===== src/design/srt_pkg.sv =====
`timescale 1ns / 1ps
`default_nettype none
// ----------------------------------------------------------------------------
// Stream rank tracker package
// Shared constants and types for the rank tracker core and its cells.
// ----------------------------------------------------------------------------
package srt_pkg;

   // Store size and derived widths.
   localparam int Capacity    = 64;
   localparam int ValueWidth  = 32;
   localparam int CountWidth  = $clog2(Capacity + 1);
   localparam int RankWidth   = 7;
   localparam int StatusWidth = 2;

   // Command codes.
   localparam logic CmdInsert = 1'b0;
   localparam logic CmdQuery  = 1'b1;

   // Status codes.
   localparam logic [StatusWidth-1:0] StatusOk    = 2'd0;
   localparam logic [StatusWidth-1:0] StatusEmpty = 2'd1;
   localparam logic [StatusWidth-1:0] StatusFull  = 2'd2;

   // Query payload that walks down the chain of cells.
   typedef struct packed {
      logic signed [ValueWidth-1:0] value;
      logic [CountWidth-1:0]        remaining;
      logic [CountWidth-1:0]        rank;
   } query_type;

   // Query token: payload plus its valid flag.
   typedef struct packed {
      logic      valid;
      query_type query;
   } token_type;

endpackage
`default_nettype wire


===== src/design/srt_cell.sv =====
`timescale 1ns / 1ps
`default_nettype none
// ----------------------------------------------------------------------------
// Stream rank tracker cell
// Holds one stored value, shifts it onward on an insert, and adds its own
// comparison to a passing query token before handing the token on.
// ----------------------------------------------------------------------------
module srt_cell (
   input  wire logic                                 clock,
   input  wire logic                                 reset,
   input  wire logic                                 shift_en,
   input  wire logic signed [srt_pkg::ValueWidth-1:0] shift_value_in,
   output logic signed [srt_pkg::ValueWidth-1:0]      shift_value_out,
   input  wire srt_pkg::token_type                   token_in,
   output srt_pkg::token_type                        token_out
);

   logic signed [srt_pkg::ValueWidth-1:0] stored_ff;
   logic                                  valid_ff;
   srt_pkg::query_type                    query_ff;
   srt_pkg::query_type                    query_in;
   logic                                  occupied;
   logic                                  counts;

   // Widens a single flag to the count width.
   function automatic logic [srt_pkg::CountWidth-1:0] CountWidthOne(input logic flag);
      return srt_pkg::CountWidth'(flag);
   endfunction

   // The stored value moves one place down the chain on every insert into a store with room.
   always_ff @(posedge clock) begin
      if (shift_en) begin
         stored_ff <= shift_value_in;
      end
   end

   assign shift_value_out = stored_ff;

   // A cell holds a live entry while the token still has entries to visit.
   assign occupied = (token_in.query.remaining != '0);
   assign counts   = occupied && (stored_ff < $signed(token_in.query.value));

   always_comb begin
      query_in           = token_in.query;
      query_in.remaining = token_in.query.remaining - CountWidthOne(occupied);
      query_in.rank      = token_in.query.rank + CountWidthOne(counts);
   end

   // Token valid flag is control state; the payload needs no reset.
   always_ff @(posedge clock) begin
      if (reset) begin
         valid_ff <= 1'b0;
      end else begin
         valid_ff <= token_in.valid;
      end
   end

   always_ff @(posedge clock) begin
      query_ff <= query_in;
   end

   assign token_out.valid = valid_ff;
   assign token_out.query = query_ff;

endmodule
`default_nettype wire


===== config.mk =====
export PLATFORM = sky130hd
export DESIGN_NAME = srt_cell
export DESIGN_NICKNAME = d
export VERILOG_FILES = /design/src/design/srt_pkg.sv /design/src/design/srt_cell.sv
export SDC_FILE = /design/constraint.sdc
export NUM_CORES = 1
export LEC_CHECK = 0
export BUFFER_PORTS_ARGS = -buffer_cell sky130_fd_sc_hd__clkbuf_2
export CAP_MARGIN = 25
export CORE_MARGIN = 5
export CORE_UTILIZATION = 47
export DETAILED_ROUTE_END_ITERATION = 6
export HOLD_SLACK_MARGIN = 0.03
export MAX_ROUTING_LAYER = met4
export PLACE_DENSITY = 0.92
export SLEW_MARGIN = 20
export SYNTH_ARGS = -nofsm -noshare
export SYNTH_HDL_FRONTEND = slang
export SYNTH_SLANG_ARGS = --single-unit
export TNS_END_PERCENT = 10

===== constraint.sdc =====
create_clock -name clock -period 4.7 [get_ports clock]
set_input_delay 0.705 -clock clock [delete_from_list [all_inputs] [get_ports clock]]
set_output_delay 0.705 -clock clock [all_outputs]
set_load 0.1 [all_outputs]

==> flow_summary.json, run 1 <==
{
  "ioPinCount": 161,
  "reg2reg_depth": 11,
  "synthSimpleGateAreaFrac_pct": 6.71,
  "synth_fp_nets": 342,
  "p_comb_share_pct": 31.0,
  "crit_family": "simple AND/OR/NAND/NOR gates",
  "holdBufCountCts": 0,
  "grt-ovfl-total": 0,
  "fin_area_sq_um": 3980,
  "slew_headroom_pct": 46.1,
  "skew_ns": 0.00862,
  "ir_drop_mv": 0.271,
  "grt_first_pass_wirelength_um": 10100,
  "cpPeakStageDelay_ns": 0.54,
  "coreArea_sq_um": 5990,
  "synth_warnings": 0,
  "avgViaCountPerCell": 4.76,
  "min_period_ns": 3.03,
  "ant_nets": 0,
  "arrival_ns": 3.26,
  "synth-seq-area-share_pct": 64.9,
  "synthesis.area_sq_um": 2930,
  "first_global_vias": 2348,
  "clkPwrFrac_pct": 24.4,
  "rsz0062_at_grt": "no",
  "final_common_cell": "clkbuf_2",
  "first_pass_iters": 4,
  "die_h_um": 88.9,
  "clk_pin_slew_worst_paths_ns": 0.08,
  "critical_path_class": "in -> reg",
  "routed-via-count": 2261,
  "clk_latency_ns": 0.34,
  "status": "finished clean",
  "start_util_pct": 48.9,
  "crit_start": "token_in[28]",
  "wl_met1_um": 2490,
  "diodes": 0,
  "crit_top_cell": "ha_1",
  "critPathRequiredTime_ns": 4.93,
  "layout-drive-gt1-share_pct": 44.3,
  "p_leak_nw": 2.09,
  "cts.path.max_buffers": 2,
  "seqPwrFrac_pct": 44.6,
  "final_cell_mix": "160 x clkbuf_2, 47 x dfxtp_1, 38 x inv_1",
  "fin_crit_sh_pct": 64.5,
  "path_cells": "clkbuf_2 > inv_1 > ha_1 > nand4_1 > or4_1 > a221o_1 > a31oi_1 > or3_2 > and3_1 > ha_1 > ha_1 > nand3_1 > xnor2_1",
  "nNetsFinal": 512,
  "synth_compound_area_share_pct": 5.30,
  "yosysUniqueCellTypes": 28,
  "post_cts_buffers": 0,
  "cp.buffers_inverters": 2,
  "syn_inst": 225,
  "endpoint": "token_out[6]",
  "p_per_area_nw_per_um2": 443,
  "tightest_slew_ns": 0.809,
  "dpl_cell_area_sq_um": 3820,
  "reg2reg_slack_ns": 1.73,
  "die_x_um": 88.9,
  "grt_max_degree": 33,
  "crit_path_start_kind": "input port",
  "portBuffers": 160,
  "finalSetupTns_ns": 0,
  "synthXorXnorAreaFrac_pct": 2.99,
  "drv_cap": 0,
  "worst_r2r_startpoint": "shift_value_out[13]",
  "synthAdderAreaFrac_pct": 15.0,
  "synth-seq-cells": 79,
  "cts_buffers": 9,
  "drt_iter0_markers": 49,
  "wl_um": 6880,
  "dieArea_sq_um": 7910,
  "slew_viol_final": 0,
  "gp_congestion": 0.798,
  "grt_use_total_pct": 17.6,
  "slowest_stage": "or4_1",
  "synthToLayoutAreaGrowth_pct": 36.0,
  "n_fill_cell": 459,
  "dp_hpwl_um": 5740,
  "antenna_found_initial": 0,
  "max_freq_mhz": 330,
  "met3_length_um": 595,
  "synth_area_per_cell_sq_um": 13.0,
  "intPower_mw": 1.07,
  "cts.htree.levels": 3,
  "wl_met2_um": 3640,
  "finalHoldViolations": 0,
  "drc": 0,
  "numClockSinks": 79,
  "synth_top_family_by_area": "adder cells",
  "p_switching_uw": 697,
  "synth.area.mux_share_pct": 0,
  "end_kind": "register",
  "cp.depth": 13,
  "setup_viol": 0,
  "regToRegEndpoint": "token_out[6]",
  "num_rows": 28,
  "min_path_type": "in -> reg",
  "critPathMaxFanout": 3,
  "cts-root-buf": "clkbuf_8",
  "swShare_pct": 39.5,
  "routedWlPerCell_um": 14.5,
  "highest_layer": "met4",
  "cts_tree": "yes",
  "ctsResizeCount": 0
}
-- flip-flops by register name, indices dropped and copies added (netlist names) --
signal,cells
token_out,46
shift_value_out,32
valid_ff,1
-- how the worst min path moves through the flow --
stage | startpoint | endpoint | slack (ns) | cells past startpoint
floorplan | token_in[14] | token_out[14] | 0.73 | 0
finish | token_in[32] | token_out[32] | 0.48 | 1
global placement | token_in[25] | token_out[25] | 0.82 | 1
global route | token_in[32] | token_out[32] | 0.46 | 1
CTS | token_in[32] | token_out[32] | 0.46 | 1
detailed placement | token_in[24] | token_out[24] | 0.82 | 1
-- cells by family after synthesis --
logic type,count (synthesis)
fa+ha+maj,35
compound gates,26
buf+inv,39
xor+xnor,10
simple gates,36
flops,79
-- layout make-up --
cell class / instances / area, sq um / share of cell area, %
multi-input cells: 107 / 877 / 22.0
well taps: 75 / 93.8 / 2.36
repair buffers: 160 / 801 / 20.1
clock buffers: 12 / 145 / 3.64
flip-flops and latches: 79 / 1900 / 47.8
clock inverters: 4 / 21.3 / 0.534
inverters: 38 / 143 / 3.58
-- power groups by stage --
stage          Combinational [mW]  Sequential [mW]  Clock (mW)
2_1_floorplan              0.0721             1.16           0
3_3_place_gp                0.540            0.800           0
3_5_place_dp                0.548            0.803           0
4_1_cts                     0.551            0.788       0.442
5_1_grt                     0.572            0.792       0.475
6_report                    0.546            0.787       0.430
-- stage by stage --
stage | hold WS (ns) | utilization, % | setup slack (ns) | power (mW) | cells
2_1_floorplan | 0.733 | - | 1.44 | 1.23 | 225
3_3_place_gp | 0.823 | 63.7 | 1.36 | 1.34 | 459
3_5_place_dp | 0.824 | 63.7 | 1.27 | 1.35 | 459
4_1_cts | 0.464 | 66.5 | 1.63 | 1.78 | 475
5_1_grt | 0.462 | 66.5 | 1.44 | 1.84 | 475
6_report | 0.476 | 66.5 | 1.67 | 1.76 | 475
-- worst reg2reg max path, delay by kind of cell (launching register included) --
| family | cells | cell delay, ns |
|---|---|---|
| AO/OA/AOI/OAI | 2 | 0.51 |
| flip-flops | 1 | 0.42 |
| adder cells (fa/ha/maj) | 3 | 0.72 |
| AND/OR/NAND/NOR | 5 | 1.08 |
| XOR/XNOR | 1 | 0.13 |
-- cell usage after synthesis (all sizes together) --
| master | n | area share (%) |
|---|---|---|
| a21o | 2 | 0.51 |
| a21oi | 11 | 1.9 |
| a221o | 1 | 0.34 |
| a221oi | 2 | 0.60 |
| a2bb2oi | 1 | 0.30 |
| a31oi | 1 | 0.21 |
| and3 | 2 | 0.43 |
| and4 | 3 | 0.98 |
| buf | 1 | 0.26 |
| dfxtp | 47 | 32 |
| edfxtp | 32 | 33 |
| ha | 35 | 15 |
| inv | 38 | 4.9 |
| nand2 | 10 | 1.3 |
| nand3 | 6 | 1.0 |
| nand4 | 3 | 0.64 |
| nor2 | 4 | 0.51 |
| nor2b | 1 | 0.21 |
| nor3 | 1 | 0.17 |
| nor4 | 1 | 0.21 |
| o21a | 1 | 0.26 |
| o21ai | 7 | 1.2 |
| or3 | 2 | 0.47 |
| or4 | 3 | 0.77 |
| xnor2 | 5 | 1.5 |
| xor2 | 5 | 1.5 |
-- metal layers --
| metal | track usage, % | vias to the layer above |
|---|---|---|
| li1 | - | 1121 |
| met1 | 17.8 | 1017 |
| met2 | 31.6 | 105 |
| met3 | 4.33 | 18 |
| met4 | 8.39 | 0 |
| met5 | - | - |
Note: power is estimated with default switching activity, not from simulation.
==> inputs of run 2 (changes only) <==
--- a/config.mk
+++ b/config.mk
@@ -8,11 +8,11 @@
 export BUFFER_PORTS_ARGS = -buffer_cell sky130_fd_sc_hd__clkbuf_2
 export CAP_MARGIN = 25
 export CORE_MARGIN = 5
-export CORE_UTILIZATION = 47
+export CORE_UTILIZATION = 44
 export DETAILED_ROUTE_END_ITERATION = 6
 export HOLD_SLACK_MARGIN = 0.03
 export MAX_ROUTING_LAYER = met4
-export PLACE_DENSITY = 0.92
+export PLACE_DENSITY = 0.87
 export SLEW_MARGIN = 20
 export SYNTH_ARGS = -nofsm -noshare
 export SYNTH_HDL_FRONTEND = slang
==> constraint.sdc (replaced) <==
create_clock -name clock -period 3.1 [get_ports clock]
set_input_delay 0.465 -clock clock [delete_from_list [all_inputs] [get_ports clock]]
set_output_delay 0.465 -clock clock [all_outputs]
set_load 0.1 [all_outputs]
==> run 2 against run 1 <==
  * Clock power increased by 92%
  * Sequential share of layout area decreased by 1.6 points
  * Via count decreased by 0.27%
  * Critical path type is now reg -> reg
  * Critical endpoint unchanged
==> flow_summary.json, run 2 (same netlist as run 1, synthesis figures left out) <==
{
  "status": "finished clean",
  "ctsResizeCount": 0,
  "first_global_vias": 2360,
  "slowest_stage": "or4_1",
  "cts_buffers": 9,
  "num_rows": 29,
  "coreArea_sq_um": 6420,
  "die_x_um": 91.6,
  "place_ws_ns": 0.0983,
  "first_pass_iters": 4,
  "gp_congestion": 0.829,
  "antenna_found_initial": 0,
  "ant_nets": 0,
  "wl_met2_um": 3630,
  "fin_crit_sh_pct": 91.6,
  "grt_use_total_pct": 17.0,
  "path_cells": "ha_4 > nand4_1 > or4_1 > a221o_1 > a31oi_1 > or3_4 > and3_4 > ha_4 > ha_4 > nand3_2 > xnor2_1",
  "slew_headroom_pct": 44.1,
  "p_leak_nw": 2.12,
  "grt_first_pass_wirelength_um": 10800,
  "critPathMaxFanout": 3,
  "seqPwrFrac_pct": 41.6,
  "largest_reg_flops": 46,
  "p_switching_mw": 1.06,
  "start_util_pct": 45.6,
  "setup_viol": 0,
  "portBuffers": 160,
  "clk_latency_ns": 0.33,
  "crit_top_cell": "ha_4",
  "cts.htree.levels": 3,
  "min_period_ns": 2.84,
  "dp_hpwl_um": 5870,
  "dieArea_sq_um": 8390,
  "cts_tree": "yes",
  "drt_iter0_markers": 33,
  "slew_viol_final": 0,
  "diodes": 0,
  "max_freq_mhz": 352,
  "layout-drive-gt1-share_pct": 46.0,
  "crit_path_start_kind": "register",
  "cts.path.max_buffers": 2,
  "met3_length_um": 422,
  "critPathRequiredTime_ns": 3.32,
  "critical_path_class": "reg -> reg",
  "fin_ws_ns": 0.261,
  "post_cts_buffers": 0,
  "finalHoldViolations": 0,
  "placed_cells": 461,
  "ioPinCount": 161,
  "finalSetupTns_ns": 0,
  "avgViaCountPerCell": 4.73,
  "intPower_mw": 1.80,
  "p_comb_share_pct": 29.6,
  "wl_met1_um": 2630,
  "die_h_um": 91.6,
  "routedWlPerCell_um": 14.5,
  "swShare_pct": 37.1,
  "cpPeakStageDelay_ns": 0.53,
  "synthToLayoutAreaGrowth_pct": 40.7,
  "routed-via-count": 2255,
  "clk_pin_slew_worst_paths_ns": 0.08,
  "ir_drop_mv": 0.453,
  "highest_layer": "met4",
  "final_cell_mix": "160 x clkbuf_2, 47 x dfxtp_1, 38 x inv_1",
  "nNetsFinal": 512,
  "clkPwrFrac_pct": 28.8,
  "rsz0062_at_grt": "no",
  "holdBufCountCts": 0,
  "numClockSinks": 79,
  "final_common_cell": "clkbuf_2",
  "final_cells": 477,
  "grt_max_degree": 33,
  "drv_cap": 0,
  "arrival_ns": 3.06,
  "cts-root-buf": "clkbuf_8",
  "grt-ovfl-total": 0,
  "p_per_area_nw_per_um2": 695,
  "end_kind": "register",
  "wl_um": 6910,
  "min_path_type": "in -> reg",
  "skew_ns": 0.00848,
  "tightest_slew_ns": 0.839,
  "drc": 0
}
## run 2: cell count changes in the layout (fill, tap and decap cells not counted), sizes merged
cell | before | now
clkinv | 3 | 0
inv | 39 | 38
clkbuf | 172 | 176
## run 2: per-layer routing
layer	track usage, %	vias up
li1	-	1117
met1	17.4	1024
met2	29.7	92
met3	4.38	22
met4	8.67	0
met5	-	-
## run 2: area by class of cell
| class | count | area (sq um) |
|---|---|---|
| inverter | 38 | 143 |
| clock buffer | 16 | 234 |
| multi-input combinational | 107 | 946 |
| timing repair buffer | 160 | 801 |
| sequential | 79 | 1900 |
| fill | 534 | 2300 |
| tap | 77 | 96.3 |
## run 2: final timing paths
path	slack, ns	end	depth (start not counted)	start
min reg2reg	1.00	token_out[0]	4	shift_value_out[31]
max	0.26	token_out[6]	11	shift_value_out[11]
max reg2reg	0.26	token_out[6]	11	shift_value_out[11]
min	0.25	token_out[21]	1	token_in[21]
## run 2: power by group through the flow
| stage | Combinational [mW] | Clock, mW | Sequential, mW |
|---|---|---|---|
| after detailed placement | 0.852 | 0 | 1.22 |
| final | 0.847 | 0.824 | 1.19 |
| after floorplan | 0.123 | 0 | 1.76 |
| after global routing | 0.891 | 0.890 | 1.20 |
| after CTS | 0.854 | 0.842 | 1.19 |
| after global placement | 0.836 | 0 | 1.21 |
## run 2: critical path: cells and delay by family (launching register included)
family / cells / cell delay, ns
XOR/XNOR: 1 / 0.12
adder cells (fa/ha/maj): 3 / 0.63
flip-flops: 1 / 0.45
AO/OA/AOI/OAI: 2 / 0.47
AND/OR/NAND/NOR: 5 / 1.05
## run 2: stage by stage
| stage | area [sq um] | util (%) | hold slack (ns) | power [mW] |
|---|---|---|---|---|
| global placement | 3890 | 60.5 | 0.584 | 2.05 |
| CTS | 4120 | 64.2 | 0.228 | 2.89 |
| floorplan | 3000 | - | 0.493 | 1.89 |
| global route | 4120 | 64.2 | 0.223 | 2.98 |
| detailed placement | 3890 | 60.5 | 0.585 | 2.07 |
| finish | 4120 | 64.2 | 0.246 | 2.86 |
